### src/rtl/core/egil_ram.sv
// Generic single-port RAM with registered read data.
// No dependencies; a read in the same cycle as a write returns the old word.
module egil_ram #(
  parameter int WIDTH = 8,
  parameter int DEPTH = 16
) (
  input  logic                     clk,
  input  logic                     we,
  input  logic [$clog2(DEPTH)-1:0] addr,
  input  logic [WIDTH-1:0]         wdata,
  output logic [WIDTH-1:0]         rdata
);

  logic [WIDTH-1:0] mem [DEPTH];
  logic [WIDTH-1:0] rdata_r;

  // Write on enable, read every cycle
  always_ff @(posedge clk) begin
    if (we) begin
      mem[addr] <= wdata;
    end
    rdata_r <= mem[addr];
  end

  assign rdata = rdata_r;

endmodule

### config.mk
export PLATFORM = sky130hd
export DESIGN_NAME = egil_ram
export DESIGN_NICKNAME = d
export VERILOG_FILES = /design/src/rtl/core/egil_ram.sv
export SDC_FILE = /design/constraint.sdc
export NUM_CORES = 1
export LEC_CHECK = 0
export BUFFER_PORTS_ARGS = -buffer_cell sky130_fd_sc_hd__buf_2
export CAP_MARGIN = 10
export CORE_MARGIN = 2
export CORE_UTILIZATION = 30
export CTS_BUF_LIST = sky130_fd_sc_hd__clkbuf_2
export CTS_CLUSTER_DIAMETER = 30
export DETAILED_ROUTE_END_ITERATION = 10
export PLACE_DENSITY = 0.53
export SYNTH_ARGS = -nofsm -noshare
export SYNTH_HDL_FRONTEND = slang
export SYNTH_SLANG_ARGS = --single-unit
### constraint.sdc
create_clock -name clk -period 2.1 [get_ports clk]
set_input_delay 0.21 -clock clk [delete_from_list [all_inputs] [get_ports clk]]
set_output_delay 0.21 -clock clk [all_outputs]
set_load 0.02 [all_outputs]
==> run_summary.xml <==
<?xml version="1.0" encoding="UTF-8"?>
<metrics>
  <group name="run_status">
    <metric name="outcome" unit="">finished clean</metric>
  </group>
  <group name="logic_synthesis">
    <metric name="ys_types" unit="">18</metric>
    <metric name="postSynthCellCount" unit="">230</metric>
    <metric name="asyncSetResetFlopFracSynth" unit="">0</metric>
    <metric name="syn_avg_cell_area" unit="um2">22.0</metric>
    <metric name="yosysTopAreaCellShare" unit="">0.759</metric>
    <metric name="synth_most_common_cell" unit="">sky130_fd_sc_hd__edfxtp_1</metric>
    <metric name="ys_seq_area_frac" unit="">0.790</metric>
    <metric name="synth_top_cell_by_area" unit="">sky130_fd_sc_hd__edfxtp_1</metric>
    <metric name="postSynth.topFlopCell" unit="">sky130_fd_sc_hd__edfxtp_1</metric>
    <metric name="mappedNetlistArea" unit="mm2">0.00507</metric>
    <metric name="ranking_of_synthesized_cells_by_area" unit="">sky130_fd_sc_hd__edfxtp_1 (76%), sky130_fd_sc_hd__mux4_2 (14%), sky130_fd_sc_hd__dfxtp_1 (3.2%), sky130_fd_sc_hd__a22oi_1 (2.4%), sky130_fd_sc_hd__nor2_1 (0.96%)</metric>
    <metric name="synth_enable_flop_cells" unit="">128</metric>
    <metric name="register_bit_total_from_synthesis" unit="">136</metric>
    <metric name="ys_warnings" unit="">0</metric>
    <metric name="synthTopCellsByCount" unit="">sky130_fd_sc_hd__edfxtp_1 (128), sky130_fd_sc_hd__mux4_2 (32), sky130_fd_sc_hd__a22oi_1 (16), sky130_fd_sc_hd__nor2_1 (13), sky130_fd_sc_hd__nand2_1 (9)</metric>
    <metric name="synth_fp_nets" unit="">244</metric>
  </group>
  <group name="critical_path">
    <metric name="cpPeakStageDelay" unit="ns">0.36</metric>
    <metric name="worst_setup_path_startpoint" unit="">rdata[2]$_DFF_P_</metric>
    <metric name="path_max_fanout" unit="">1</metric>
    <metric name="critical_path.reg2reg.startpoint" unit="">mem[3][5]$_DFFE_PP_</metric>
    <metric name="critical_path_required" unit="ns">1.89</metric>
    <metric name="cp_num_buf_inv" unit="">1</metric>
    <metric name="worstPathCellList" unit="">buf_2</metric>
    <metric name="critical_path.top_delay_family" unit="">flip-flops</metric>
    <metric name="r2r_setup_slack" unit="ns">0.71</metric>
    <metric name="setup.worst_path.end_class" unit="">output port</metric>
    <metric name="critical_path.slowest_cell" unit="">sky130_fd_sc_hd__dfxtp_1</metric>
    <metric name="critPathLaunchType" unit="">flop</metric>
    <metric name="arrival_time_worst_endpoint" unit="ns">1.19</metric>
    <metric name="critical_path_class" unit="">reg -&gt; out</metric>
  </group>
  <group name="die">
    <metric name="vert_die_dim" unit="um">134</metric>
    <metric name="row_count" unit="">47</metric>
    <metric name="initial_core_util" unit="">0.307</metric>
    <metric name="ioPinCount" unit="">22</metric>
    <metric name="die_w" unit="um">134</metric>
    <metric name="area_of_the_die" unit="mm2">0.0179</metric>
    <metric name="design.core.area" unit="mm2">0.0165</metric>
  </group>
  <group name="timing">
    <metric name="slew_headroom" unit="">0.624</metric>
    <metric name="setup_tns" unit="ns">0</metric>
    <metric name="drv_slew" unit="">0</metric>
    <metric name="max_clock_freq" unit="MHz">717</metric>
    <metric name="hold_violations" unit="">0</metric>
    <metric name="min_period" unit="ns">1.40</metric>
    <metric name="final_worst_path_cycle_share" unit="">0.664</metric>
    <metric name="finClkSkew" unit="ns">0.0182</metric>
    <metric name="setup_viol" unit="">0</metric>
    <metric name="final.hold.worst_slack" unit="ns">0.107</metric>
    <metric name="worst_pin_slew" unit="ns">0.564</metric>
    <metric name="rsz0062_at_grt" unit="">false</metric>
  </group>
  <group name="clock_network">
    <metric name="htree_levels" unit="">4</metric>
    <metric name="post-cts-setup-buffers" unit="">0</metric>
    <metric name="cts.root.buffer_cell" unit="">sky130_fd_sc_hd__clkbuf_2</metric>
    <metric name="cts-root-to-sink-buffers" unit="">2</metric>
    <metric name="clkSinkCount" unit="">136</metric>
    <metric name="worst_setup_hold_path_clk_slew" unit="ns">0.17</metric>
    <metric name="worst_skew_pair.late_latency" unit="ns">0.68</metric>
    <metric name="cts_tree" unit="">done</metric>
    <metric name="cts_inserted_buffers" unit="">17</metric>
  </group>
  <group name="min_path">
    <metric name="min-delay-start" unit="">addr[1]</metric>
    <metric name="hp-class" unit="">in -&gt; reg</metric>
  </group>
  <group name="drt">
    <metric name="drt_first_iter_violations" unit="">199</metric>
    <metric name="routed_wl" unit="mm">9.92</metric>
    <metric name="drtPass1Iterations" unit="">6</metric>
    <metric name="drt.antenna.violating_nets" unit="">0</metric>
    <metric name="drt-vias-per-instance" unit="">4.58</metric>
    <metric name="detailroute.via_count" unit="">2408</metric>
    <metric name="drc" unit="">0</metric>
    <metric name="wire_per_inst" unit="um">18.9</metric>
  </group>
  <group name="pwr">
    <metric name="total_power_per_unit_cell_area" unit="mW/mm2">806</metric>
    <metric name="ir_drop" unit="uV">274</metric>
    <metric name="total_leakage_power" unit="nW">1.94</metric>
  </group>
  <group name="place">
    <metric name="io_buffers" unit="">21</metric>
    <metric name="place_hpwl" unit="mm">6.84</metric>
    <metric name="gp_congestion" unit="">0.687</metric>
  </group>
  <group name="layout">
    <metric name="layout-area-overhead-vs-synth" unit="%">16.6</metric>
    <metric name="antenna_cells" unit="">0</metric>
    <metric name="layout.nets" unit="">307</metric>
    <metric name="final_core_util" unit="">0.357</metric>
    <metric name="post_route_cells_drive_above_1_share" unit="">0.350</metric>
    <metric name="filler_cell_count" unit="">1523</metric>
  </group>
  <group name="global_routing">
    <metric name="antenna_found_initial" unit="">0</metric>
    <metric name="grt_start_max_net_pins" unit="">17</metric>
    <metric name="grt.total_usage" unit="">0.119</metric>
    <metric name="grt_first_pass_wirelength" unit="mm">15.2</metric>
    <metric name="first_global_vias" unit="">2537</metric>
    <metric name="grt.overflow.total" unit="">0</metric>
  </group>
  <group name="flow_run">
    <metric name="drv_cap" unit="">0</metric>
  </group>
</metrics>
state kept, by name, summed over array words and instances (netlist names):
name / cells
mem: 128
rdata: 8
cells in the final DEF, fill, tap and decap left out, types with 2 or more instances in the layout:
cell / instances
sky130_fd_sc_hd__buf_12: 3
sky130_fd_sc_hd__clkinv_1: 5
sky130_fd_sc_hd__bufinv_16: 2
sky130_fd_sc_hd__clkbuf_2: 19
sky130_fd_sc_hd__nor2_1: 13
sky130_fd_sc_hd__mux4_2: 32
sky130_fd_sc_hd__nor3_1: 4
sky130_fd_sc_hd__clkinv_2: 5
sky130_fd_sc_hd__dlygate4sd3_1: 8
sky130_fd_sc_hd__dfxtp_1: 8
sky130_fd_sc_hd__edfxtp_1: 128
sky130_fd_sc_hd__nand2_1: 9
sky130_fd_sc_hd__buf_4: 23
sky130_fd_sc_hd__nand2b_1: 2
sky130_fd_sc_hd__buf_2: 21
sky130_fd_sc_hd__nand3b_1: 2
sky130_fd_sc_hd__nor2b_1: 2
sky130_fd_sc_hd__a22oi_1: 16
layout make-up:
| type | count | area (um2) | area share |
|---|---|---|---|
| Clock buffer | 19 | 95.1 | 0.0161 |
| Clock inverter | 13 | 111 | 0.0189 |
| Multi-Input combinational cell | 83 | 1000 | 0.170 |
| Sequential cell | 136 | 4000 | 0.678 |
| Tap cell | 220 | 275 | 0.0466 |
| Timing Repair Buffer | 55 | 418 | 0.0707 |
worst paths after layout:
check / depth (start not counted) / endpoint
setup / recovery: 1 / rdata[2]
hold reg to reg: 3 / rdata[1]$_DFF_P_
hold / removal: 4 / rdata[0]$_DFF_P_
setup reg to reg: 3 / rdata[5]$_DFF_P_
logic make-up after synthesis:
family | Yosys count | synth area share
multiplexers | 32 | 0.142
flip-flops | 136 | 0.790
buffers and inverters | 11 | 0.0119
AND/OR/NAND/NOR | 35 | 0.0321
AO/OA/AOI/OAI | 16 | 0.0237
power breakdown:
| part | switching, mW | total (mW) | internal, mW |
|---|---|---|---|
| Combinational | 0.186 | 0.326 | 0.140 |
| Clock | 0.868 | 1.39 | 0.524 |
| Sequential | 0.0146 | 3.04 | 3.03 |
per-stage QoR:
stage / setup slack [ns] / area, um2 / power [mW] / cells
finish: 0.705 / 5910 / 4.76 / 526
floorplan: 0.397 / 5070 / 3.28 / 230
global route: 0.587 / 5910 / 4.95 / 526
global placement: 0.257 / 5620 / 3.42 / 486
detailed placement: 0.260 / 5620 / 3.43 / 486
CTS: 0.589 / 5910 / 4.83 / 526
per-layer routing:
layer	global-route usage	vias to the layer above	wire length, um
li1	-	1088	-
met1	0.146	1258	4290
met2	0.197	52	5080
met3	0.0355	10	412
met4	0.0496	0	131
met5	0	-	0
worst min-delay path, stage by stage:
cell and delay, ns:
sky130_fd_sc_hd__buf_2 0.17, sky130_fd_sc_hd__mux4_2 0.24, sky130_fd_sc_hd__a22oi_1 0.06, sky130_fd_sc_hd__nand2_1 0.06
timing repair:
action                     4_1_cts  5_1_grt
setup endpoints to repair        0        0
hold endpoints to repair       128        0
hold buffers                     8        0
resized for setup                0        0
Power figures use the tool's default switching activity.
