## src/rtl/core/egil_pkg.sv

```systemverilog
// Shared types and constants for the energy grid interval lookup.
// Used by the divider, the top level and the checker; depends on nothing.
package egil_pkg;

  // Grid storage and weight scaling
  localparam int GRID_DEPTH  = 1024;
  localparam int WEIGHT_BITS = 16;
  localparam int GRID_AW     = $clog2(GRID_DEPTH);

  // Fixed field widths of the channels
  localparam int ENERGY_W = 48;
  localparam int INDEX_W  = 10;
  localparam int WEIGHT_W = 17;
  localparam int STATUS_W = 2;
  localparam int CFG_W    = 11;
  localparam int DIV_CNT_W = $clog2(WEIGHT_BITS + 1);

  typedef logic [ENERGY_W-1:0]  energy_t;
  typedef logic [INDEX_W-1:0]   index_t;
  typedef logic [WEIGHT_W-1:0]  weight_t;
  typedef logic [STATUS_W-1:0]  status_t;
  typedef logic [CFG_W-1:0]     cfg_t;
  typedef logic [GRID_AW-1:0]   gaddr_t;
  typedef logic [GRID_AW:0]     gcnt_t;
  typedef logic [WEIGHT_BITS:0] frac_t;
  typedef logic [DIV_CNT_W-1:0] divcnt_t;

  // Commands
  localparam logic CMD_LOAD  = 1'b0;
  localparam logic CMD_QUERY = 1'b1;

  // Range status codes
  localparam status_t ST_INSIDE   = 2'd0;
  localparam status_t ST_BELOW    = 2'd1;
  localparam status_t ST_ABOVE    = 2'd2;
  localparam status_t ST_LOAD_ACK = 2'd3;

  // Unity factor
  localparam frac_t   FRAC_ONE   = frac_t'(1) << WEIGHT_BITS;
  localparam weight_t WEIGHT_ONE = weight_t'(FRAC_ONE);

  localparam cfg_t CFG_RESET = cfg_t'(2);

  typedef struct packed {
    logic    command;
    index_t  address;
    energy_t energy;
    index_t  hint_index;
  } in_item_t;

  typedef struct packed {
    index_t  interval_index;
    weight_t weight;
    status_t range_status;
  } out_item_t;

  // Divider request and response
  typedef struct packed {
    logic    go;
    energy_t energy;
    energy_t lo;
    energy_t hi;
  } div_req_t;

  typedef struct packed {
    logic  done;
    frac_t weight;
  } div_rsp_t;

endpackage

```

## src/rtl/core/egil_div.sv

```systemverilog
// Interpolation factor unit: restoring divider, one quotient bit a cycle.
// Depends on egil_pkg for the request and response structs.
module egil_div (
  input  logic                clk,
  input  logic                rst_n,
  input  egil_pkg::div_req_t  req,
  output egil_pkg::div_rsp_t  rsp
);

  logic                      busy_r, busy_nxt;
  logic                      done_r, done_nxt;
  egil_pkg::divcnt_t         cnt_r, cnt_nxt;
  egil_pkg::energy_t         rem_r, rem_nxt;
  egil_pkg::energy_t         den_r, den_nxt;
  egil_pkg::frac_t           w_r, w_nxt;
  logic [egil_pkg::ENERGY_W:0] rem2;
  logic [egil_pkg::ENERGY_W:0] den2;
  logic                      geq;

  // Shifted remainder against the divisor
  assign rem2 = {rem_r, 1'b0};
  assign den2 = {1'b0, den_r};
  assign geq  = rem2 >= den2;

  always_comb begin
    busy_nxt = busy_r;
    done_nxt = 1'b0;
    cnt_nxt  = cnt_r;
    rem_nxt  = rem_r;
    den_nxt  = den_r;
    w_nxt    = w_r;
    if (req.go) begin
      // Clip at the interval ends, otherwise load the fraction
      if (req.hi <= req.lo || req.energy <= req.lo) begin
        w_nxt    = '0;
        done_nxt = 1'b1;
      end else if (req.energy >= req.hi) begin
        w_nxt    = egil_pkg::FRAC_ONE;
        done_nxt = 1'b1;
      end else begin
        rem_nxt  = req.energy - req.lo;
        den_nxt  = req.hi - req.lo;
        w_nxt    = '0;
        cnt_nxt  = egil_pkg::divcnt_t'(egil_pkg::WEIGHT_BITS);
        busy_nxt = 1'b1;
      end
    end else if (busy_r) begin
      // Produce one quotient bit
      rem_nxt = geq ? egil_pkg::energy_t'(rem2 - den2) : egil_pkg::energy_t'(rem2);
      w_nxt   = {w_r[egil_pkg::WEIGHT_BITS-1:0], geq};
      cnt_nxt = cnt_r - egil_pkg::divcnt_t'(1);
      if (cnt_r == egil_pkg::divcnt_t'(1)) begin
        busy_nxt = 1'b0;
        done_nxt = 1'b1;
      end
    end
  end

  always_ff @(posedge clk) begin
    if (!rst_n) begin
      busy_r <= 1'b0;
      done_r <= 1'b0;
    end else begin
      busy_r <= busy_nxt;
      done_r <= done_nxt;
    end
    cnt_r <= cnt_nxt;
    rem_r <= rem_nxt;
    den_r <= den_nxt;
    w_r   <= w_nxt;
  end

  assign rsp = '{done: done_r, weight: w_r};

endmodule

```

## config.mk

```make
export PLATFORM = sky130hd
export DESIGN_NAME = egil_div
export DESIGN_NICKNAME = d
export VERILOG_FILES = /design/src/rtl/core/egil_pkg.sv /design/src/rtl/core/egil_div.sv
export SDC_FILE = /design/constraint.sdc
export NUM_CORES = 1
export LEC_CHECK = 0
export BUFFER_PORTS_ARGS = -buffer_cell sky130_fd_sc_hd__buf_2
export CORE_MARGIN = 4
export CORE_UTILIZATION = 34
export DETAILED_ROUTE_END_ITERATION = 7
export MAX_ROUTING_LAYER = met4
export PLACE_DENSITY = 0.48
export SYNTH_ARGS = -nofsm -noshare
export SYNTH_HDL_FRONTEND = slang
export SYNTH_SLANG_ARGS = --single-unit
export TNS_END_PERCENT = 20
```

## constraint.sdc

```tcl
create_clock -name clk -period 14.4 [get_ports clk]
set_clock_uncertainty 0.05 [all_clocks]
set_input_delay 0 -clock clk [delete_from_list [all_inputs] [get_ports clk]]
set_output_delay 0 -clock clk [all_outputs]
set_load 0.05 [all_outputs]
```

==> reports/summary.txt <==
Max cap viols = 0
CTS clock-pin slew for the worst setup and hold paths = 0.06 ns
Initial drt markers = 826
Skew-Pair Late Insertion Delay = 0.43 ns
Syn Std Cell Area = 0.01407 mm2
Async SR Flop Fraction = 0
Die height = 211.4 um
IO Pins = 165
Post-Route WL = 45350 um
Largest family of logic cells by synthesized area = compound AO/OA/AOI/OAI gates
Setup bufs post-CTS = 0
Tcrit/Tclk final = 0.3559
Post-synthesis mux area share = 0.005691
Status = completed
R2r startpoint = rem_r[0]
Hold_ws = 0.03682 ns
Req. time, crit path = 14.40 ns
RSZ-0062 raised after global routing = false
Grt ovf = 0
GP Congestion = 0.8699
# DRC = 0
Slew margin rel. = 0.4557
Met3 wire length = 1957 um
CTS tree = done
Critical path peak fanout = 53
Most common cell after layout, fill and taps aside = a21oi_1
Ys Warns = 0
Syn nets = 2060
Count of cell types in the netlist = 67
Worst EP arrival = 5.13 ns
Synth Flop Type = edfxtp_1
Rows = 74
# setup viols final = 0
TritonRoute pass-1 iters = 5
Final hold violations = 0
Ratio of cells with drive above 1 in the final layout = 0.1204
Syn_area_per_cell = 8.199 um2
Longest Clk Path Bufs = 2
Final HPWL DP = 37470 um
Area after DPL = 0.01537 mm2
Peak Freq = 195.1 MHz
Die Area = 0.04470 mm2
Cts hold-fix bufs = 2
Final Cell Area = 0.01599 mm2
CTS sink count = 120
Die W = 211.4 um
Seq/Total Area, Yosys = 0.2547
Via Count = 12963
Cells after Synth = 1716
Metal1 wirelength = 24080 um
Placed cell count = 2359
Post-cts resize count = 0
Peak VDD IR = 0.07107 mV
Non-filler cells, final = 2395
Worst Max-Slew Pin Slew = 0.8165 ns
Synth Area in XOR/XNOR = 0.08155
Routed len/inst = 18.93 um
Total CTS buffers = 17
Met2 WL = 18700 um
Post-synth EDFFs = 118
Max-slew violations = 0
H-tree depth = 4
Largest net degree at the start of global routing = 77
Core Region = 0.04083 mm2
Post-synthesis compound-gate area fraction = 0.2656
Synth Register Bits = 120
Setup CP Type = in -> reg
Vias in the first global route = 12357
Starting Density = 0.3446
Root buffer cell = clkbuf_16
Final min period = 5.125 ns
Crit. End Element = flop
I/O Buffers = 164
Uppermost layer routed = met4
Number of nets in the layout = 2192
P&R area growth vs syn = 13.64%
P_leak = 7.396 nW
Worst Hold Launch = req[144]
First-pass GRT wire length = 70590 um
Simple-Gate Fraction of Synth Area = 0.1499
Worst hold path type = in -> reg
Via density = 5.413
PD cells = 90.08 mW/mm2
Startpoint types = primary input
Gr usage total = 0.2056
Critical Path Start = req[48]
Setup tns final = 0 ns
Routed Antenna Nets = 0
Initial antenna violation count = 1
Commonest non-fill, non-tap cells in the layout = a21oi_1, ha_1, inv_1
Adder-cell share of the synthesized area = 0.1768
[sequential cells by signal, summed over array words and instances, names as in the netlist]
| name | count |
|---|---|
| den_r | 48 |
| busy_r | 1 |
| rem_r | 48 |
| w_r | 17 |
| done_r | 1 |
| cnt_r | 5 |
[report_power, final]
| part | internal (mW) | total, mW | switching (mW) | leakage [nW] |
|---|---|---|---|---|
| logic | 0.218 | 0.571 | 0.353 | 6.00 |
| registers | 0.422 | 0.431 | 0.00914 | 1.11 |
| clock network | 0.259 | 0.438 | 0.180 | 0.283 |
[per-stage QoR]
stage               worst slack, ns    util  total power [mW]
finish                        9.276  0.3916             1.440
global route                  8.983  0.3915             1.531
CTS                           9.373  0.3915             1.446
detailed placement            9.427  0.3764             1.001
global placement              9.526  0.3764             1.001
floorplan                     7.522       -            0.8336
[cells in the mapped netlist, types with 4 or more instances]
| library cell | number | area, um2 |
|---|---|---|
| o21a_1 | 17 | 127.6 |
| o21ai_1 | 9 | 45.04 |
| o2111ai_1 | 5 | 43.79 |
| and3_1 | 13 | 81.33 |
| a31o_2 | 5 | 43.79 |
| a21boi_1 | 4 | 30.03 |
| o211ai_1 | 11 | 82.58 |
| mux2i_1 | 8 | 80.08 |
| nand4_1 | 38 | 237.7 |
| a21oi_1 | 201 | 1006 |
| buf_4 | 6 | 45.04 |
| or4_1 | 4 | 30.03 |
| nand2b_1 | 22 | 137.6 |
| or2_2 | 7 | 43.79 |
| a211oi_1 | 39 | 292.8 |
| nor2b_1 | 38 | 237.7 |
| inv_1 | 172 | 645.6 |
| clkbuf_1 | 49 | 183.9 |
| a21o_1 | 101 | 758.2 |
| xor2_1 | 59 | 516.8 |
| nor3_1 | 14 | 70.07 |
| nor2_1 | 116 | 435.4 |
| a31oi_1 | 21 | 131.4 |
| a21boi_0 | 9 | 67.56 |
| nand2_1 | 120 | 450.4 |
| edfxtp_1 | 118 | 3543 |
| a22oi_1 | 4 | 30.03 |
| buf_2 | 4 | 20.02 |
| o21ai_0 | 95 | 475.5 |
| or3_1 | 6 | 37.54 |
| nand3_1 | 27 | 135.1 |
| nor4_1 | 9 | 56.30 |
| o31ai_1 | 8 | 60.06 |
| a221oi_1 | 5 | 43.79 |
| xnor2_1 | 72 | 630.6 |
| and2_1 | 7 | 43.79 |
| ha_1 | 194 | 2427 |
| and4_1 | 6 | 52.55 |
| a41oi_1 | 4 | 35.03 |
| o22ai_1 | 5 | 31.28 |
| o21bai_1 | 19 | 142.6 |
[critical path, cell delays in order]
cell and delay (ns):
dlygate4sd3_1 0.54, buf_2 0.13, ha_1 0.21, fa_1 0.40, nor2b_1 0.12, o21ai_0 0.13, a21oi_1 0.57, o21ai_0 0.16
buf_4 0.18, o21ai_0 0.59, a31o_2 0.34, a21oi_1 0.21, o21ai_0 0.21, o311a_1 0.23, nand3_1 0.22, o21ai_4 0.21
buf_4 0.65
[cell families (layout without fill, tap and decap cells)]
| logic type | count (synthesis) | in the layout |
|---|---|---|
| flip-flops | 120 | 120 |
| XOR/XNOR | 131 | 131 |
| buffers and inverters | 235 | 380 |
| AO/OA/AOI/OAI | 591 | 591 |
| AND/OR/NAND/NOR | 434 | 434 |
| multiplexers | 8 | 8 |
| other | 0 | 2 |
| adder cells (fa/ha/maj) | 197 | 197 |
[worst paths after layout]
path / cells after the start / end / slack [ns]
worst max-delay path: 17 / rem_r[1] / 9.28
worst min-delay path: 2 / w_r[13] / 0.04
worst max register to register: 13 / rem_r[25] / 10.04
worst min register to register: 2 / busy_r / 0.51
[layer usage]
metal / vias up / global-route usage
met3: 28 / 0.02312
met5: - / -
met2: 287 / 0.2845
met1: 6137 / 0.3221
li1: 6511 / -
met4: 0 / 0.03954
[cell type report]
class,instances,area [um2]
Fill cell,4227,24840
Multi-Input combinational cell,1361,9580
Sequential cell,120,3583
Timing Repair Buffer,175,910.9
Tap cell,532,665.6
Inverter,173,649.4
Clock buffer,17,425.4
Clock inverter,15,168.9
Antenna cell,2,5.005
No activity file was read; power rests on OpenSTA's default activity.
